File: src/hdl/grs_ram.sv
// Generic simple dual-port RAM: one write port, one read port with registered read data.
module grs_ram #(
    parameter int WIDTH = 8,
    parameter int DEPTH = 256
) (
    input  logic                     clk,
    input  logic                     we,
    input  logic [$clog2(DEPTH)-1:0] waddr,
    input  logic [WIDTH-1:0]         wdata,
    input  logic                     re,
    input  logic [$clog2(DEPTH)-1:0] raddr,
    output logic [WIDTH-1:0]         rdata
);

    logic [WIDTH-1:0] mem [DEPTH];

    always_ff @(posedge clk)
    begin
        if (we)
        begin
            mem[waddr] <= wdata;
        end
        if (re)
        begin
            rdata <= mem[raddr];
        end
    end

endmodule

File: config.mk
export PLATFORM = sky130hd
export DESIGN_NAME = grs_ram
export DESIGN_NICKNAME = d
export VERILOG_FILES = /design/src/hdl/grs_ram.sv
export SDC_FILE = /design/constraint.sdc
export NUM_CORES = 2
export LEC_CHECK = 0
export BUFFER_PORTS_ARGS = -buffer_cell sky130_fd_sc_hd__buf_2
export CAP_MARGIN = 0
export CORE_UTILIZATION = 57
export DETAILED_ROUTE_END_ITERATION = 10
export MAX_ROUTING_LAYER = met4
export PLACE_DENSITY = 0.78
export RECOVER_POWER = 25
export SLEW_MARGIN = 20
export SYNTH_ARGS = -nofsm -noshare
export SYNTH_HDL_FRONTEND = slang
export SYNTH_SLANG_ARGS = --single-unit
File: constraint.sdc
create_clock -name clk -period 2.01 [get_ports clk]
set_input_delay 0.1005 -clock clk [delete_from_list [all_inputs] [get_ports clk]]
set_output_delay 0.1005 -clock clk [all_outputs]
set_load 0.02 [all_outputs]
==> out/summary.txt <==
worst reg-to-reg path cell count - 7
Synth Area in Compound Gates - 0.03416
YS warnings - 0
Slew Viols, Final - 388
Post-Syn Area - 79,640 um^2
Syn Inst Count - 3,733
Top Usage Layer GRT - met2
combinational family with the most area after synthesis - multiplexers
CTS max path bufs - 3
Worst R2R Setup Slack - -440 ps
Core Util, Final - 0.6817
row count - 136
RR Startpoint - mem[66][6]
M2 GR Usage - 0.4767
worst slew pin tran - 2167 ps
vias per cell - 6.641
status - finished, violations left
register area share after synthesis - 0.7753
unrepaired setup endpoints after global routing - yes
R2R Path End - rdata[6]
Ports - 35
dpl hpwl - 130.3 mm
slew margin rel. - -0.4446
Max Clk Rate - 407.5 MHz
Post-synth EDFFs - 2,056
total congestion overflow - 0
initial antenna violation count - 13
Critical Path Sink Type - flip-flop
placed instance count - 6,187
FF+latch count, synth - 2,056
wire per inst - 32.10 um
Async S/R FF share, synth - 0
Clock transition at path regs - 60 ps
routability cong. - 0.9384
die area - 141,200 um^2
failing checks - max-capacitance violations, max-slew violations, negative setup slack
Residual DRC - 0
drt first-iter violations - 7,040
WL final - 210.3 mm
Seq pwr share - 0.543
min cycle time layout - 2454 ps
largest net degree at the start of global routing - 101
cts bufs inserted - 189
Internal Pwr Total - 0.06857 W
Die H - 375.8 um
Final Instance Count excl. Fillers - 6,551
Hold Crit Class - input port to flip-flop
Clock Sinks - 2,056
xor-xnor portion of the synthesized cell area - 0
leakage - 30.75 nW
layout cells sized above 1 - 0.3407
Area Growth Syn to Fin - 18.14%
final instance area - 94,080 um^2
Sequential Area - 61,740 um^2
Placed Area - 87,900 um^2
max cap viols - 6
fin crit share - 1.221
switching portion of total power - 0.2148
worst-skew pair later-pin latency - 830 ps
total power after layout - 0.08733 W
post-synthesis adder-cell area fraction - 0
Die Width - 375.8 um
Power Dens Cells - 928.2 nW/um^2
H-tree depth - 4
CP Class - flip-flop to flip-flop
mux cell area share after synthesis - 0.1460
Root Driver - clkbuf_16
synth unique cells - 54
Post-Route Skew - 32.91 ps
P_sw - 0.01876 W
VDD IR-drop max - 0.8626 mV
part of the power in the clock network - 0.397
Multi-input gate area - 16,900 um^2
Vias - 43,500
setup ws final - -443.8 ps
Worst Hold Path EP - mem[200][3]
Fin. Hold Viols - 0
critical-path maximum fanout - 1
Mapped Avg Cell Area - 21.33 um^2
crit path launch type - flip-flop
Final setup viols - 283
Worst EP required - 2600 ps
core footprint - 138,000 um^2
vias in the first global route - 44,500
Fillers - 7,979
gr usage total - 0.3095
GRT met1 Usage - 0.3954
Final #Nets - 4,553
Initial Util - 0.5771
Worst EP arrival - 3040 ps
Min-Delay Path Depth - 5
combinational power share - 0.060
Post-Syn Nets - 3,760
Synth Flop Type - edfxtp_1
met3 Use GR - 0.06958
Routed Antenna Nets - 0
CTS tree - done
post-synthesis simple-gate area fraction - 0.02625
Post-CTS Setup Repair Bufs - 0
Hold Crit Start - waddr[6]
first-pass GRT wire length - 302.9 mm
critical path startpoint - mem[66][6]
number of iterations in the first detailed-routing pass - 6
number of port buffers - 34
[cell usage in the layout, fill, tap and decap left out, types with 13 or more instances in the layout]
master and instances:
edfxtp_1 2056, a21oi_1 96, buf_2 22, clkbuf_16 191, a22oi_1 130, buf_12 77, buf_4 689, nor3_1 15
mux4_2 454, clkbuf_2 15, o22ai_1 28, nand3_1 34, dlygate4sd3_1 13, clkinv_2 32, nor2_1 275, nor2b_1 23
mux2i_1 134, nand2_1 33, clkinv_1 47, clkbuf_1 44, o221ai_1 46, bufinv_16 13
[critical path, stage by stage (launching register included)]
cell,delay [ps]
edfxtp_1,380
mux4_2,520
a22o_1,250
a221oi_4,390
o32ai_4,190
nor3_4,300
buf_6,150
nor4_2,40
[Yosys cell counts (13+ instances only)]
cell type     n  area share
nor2b_1      31      0.0024
o221ai_1     46      0.0051
buf_6        21      0.0030
nor4_1       24      0.0019
mux4_2      454        0.13
buf_4        27      0.0025
buf_2        31      0.0019
nor2_1      282       0.013
a221oi_1     13      0.0014
nand3_1      34      0.0021
a21oi_1      96      0.0060
clkbuf_1    111      0.0052
o22ai_1      28      0.0022
buf_8        13      0.0025
buf_1        22      0.0010
edfxtp_1   2056        0.78
mux2i_1     134       0.017
nand2_1      33      0.0016
nor3_1       22      0.0014
a22oi_1     133       0.013
a211oi_1     16      0.0015
[cells by family after synthesis]
logic type / Yosys count
DFF: 2056
muxes: 591
and+or+nand+nor: 466
AOI/OAI and AO/OA: 385
buffers and inverters: 235
[power groups by stage]
stage / sequential, W / combinational, W / clock (W)
4_1_cts: 0.0473 / 0.00518 / 0.0348
6_report: 0.0474 / 0.00528 / 0.0347
3_3_place_gp: 0.0483 / 0.00489 / 0
2_1_floorplan: 0.0482 / 0.00237 / 0
3_5_place_dp: 0.0483 / 0.00501 / 0
5_1_grt: 0.0474 / 0.00544 / 0.0363
[worst max path at each step]
stage	endpoint	slack (ps)
2_1_floorplan	rdata[0]	-50
3_3_place_gp	rdata[0]	-1080
3_5_place_dp	rdata[0]	-1080
4_1_cts	rdata[3]	-430
5_1_grt	rdata[6]	-460
6_report	rdata[6]	-440
[layer usage]
| layer | wire length [um] | vias to the layer above |
|---|---|---|
| met5 | 0 | - |
| met1 | 71080 | 22170 |
| met2 | 101600 | 3441 |
| met4 | 11150 | 0 |
| met3 | 26510 | 609 |
| li1 | - | 17290 |
[sequential cells by signal (all words and copies together) (netlist names)]
register	cells
mem	2048
rdata	8
[metrics by stage]
step	hold WS (ps)	worst slack (ps)	TNS, ps
floorplan	199.4	-47.90	-294.7
global placement	521.5	-1080	-8957
detailed placement	521.7	-1080	-8033
CTS	127.0	-434.9	-2595
global route	185.3	-455.5	-29200
finish	197.3	-443.8	-20880
[cell type report]
type	instances	area share
well taps	1863	0.02478
clock inverters	109	0.009974
flip-flops and latches	2056	0.6562
clock buffers	232	0.05244
multi-input cells	1442	0.1796
diodes	12	0.0003192
inverters	2	0.00007980
repair buffers	835	0.07654
[timing repair]
action                                 4_1_cts  5_1_grt
setup endpoints to repair                    8        8
gates cloned                                 0        0
pin swaps                                   15       11
resized for setup                           44       25
endpoints found under the hold margin      761        0
hold buffers                                13        0
No activity file was read; power rests on OpenSTA's default activity.
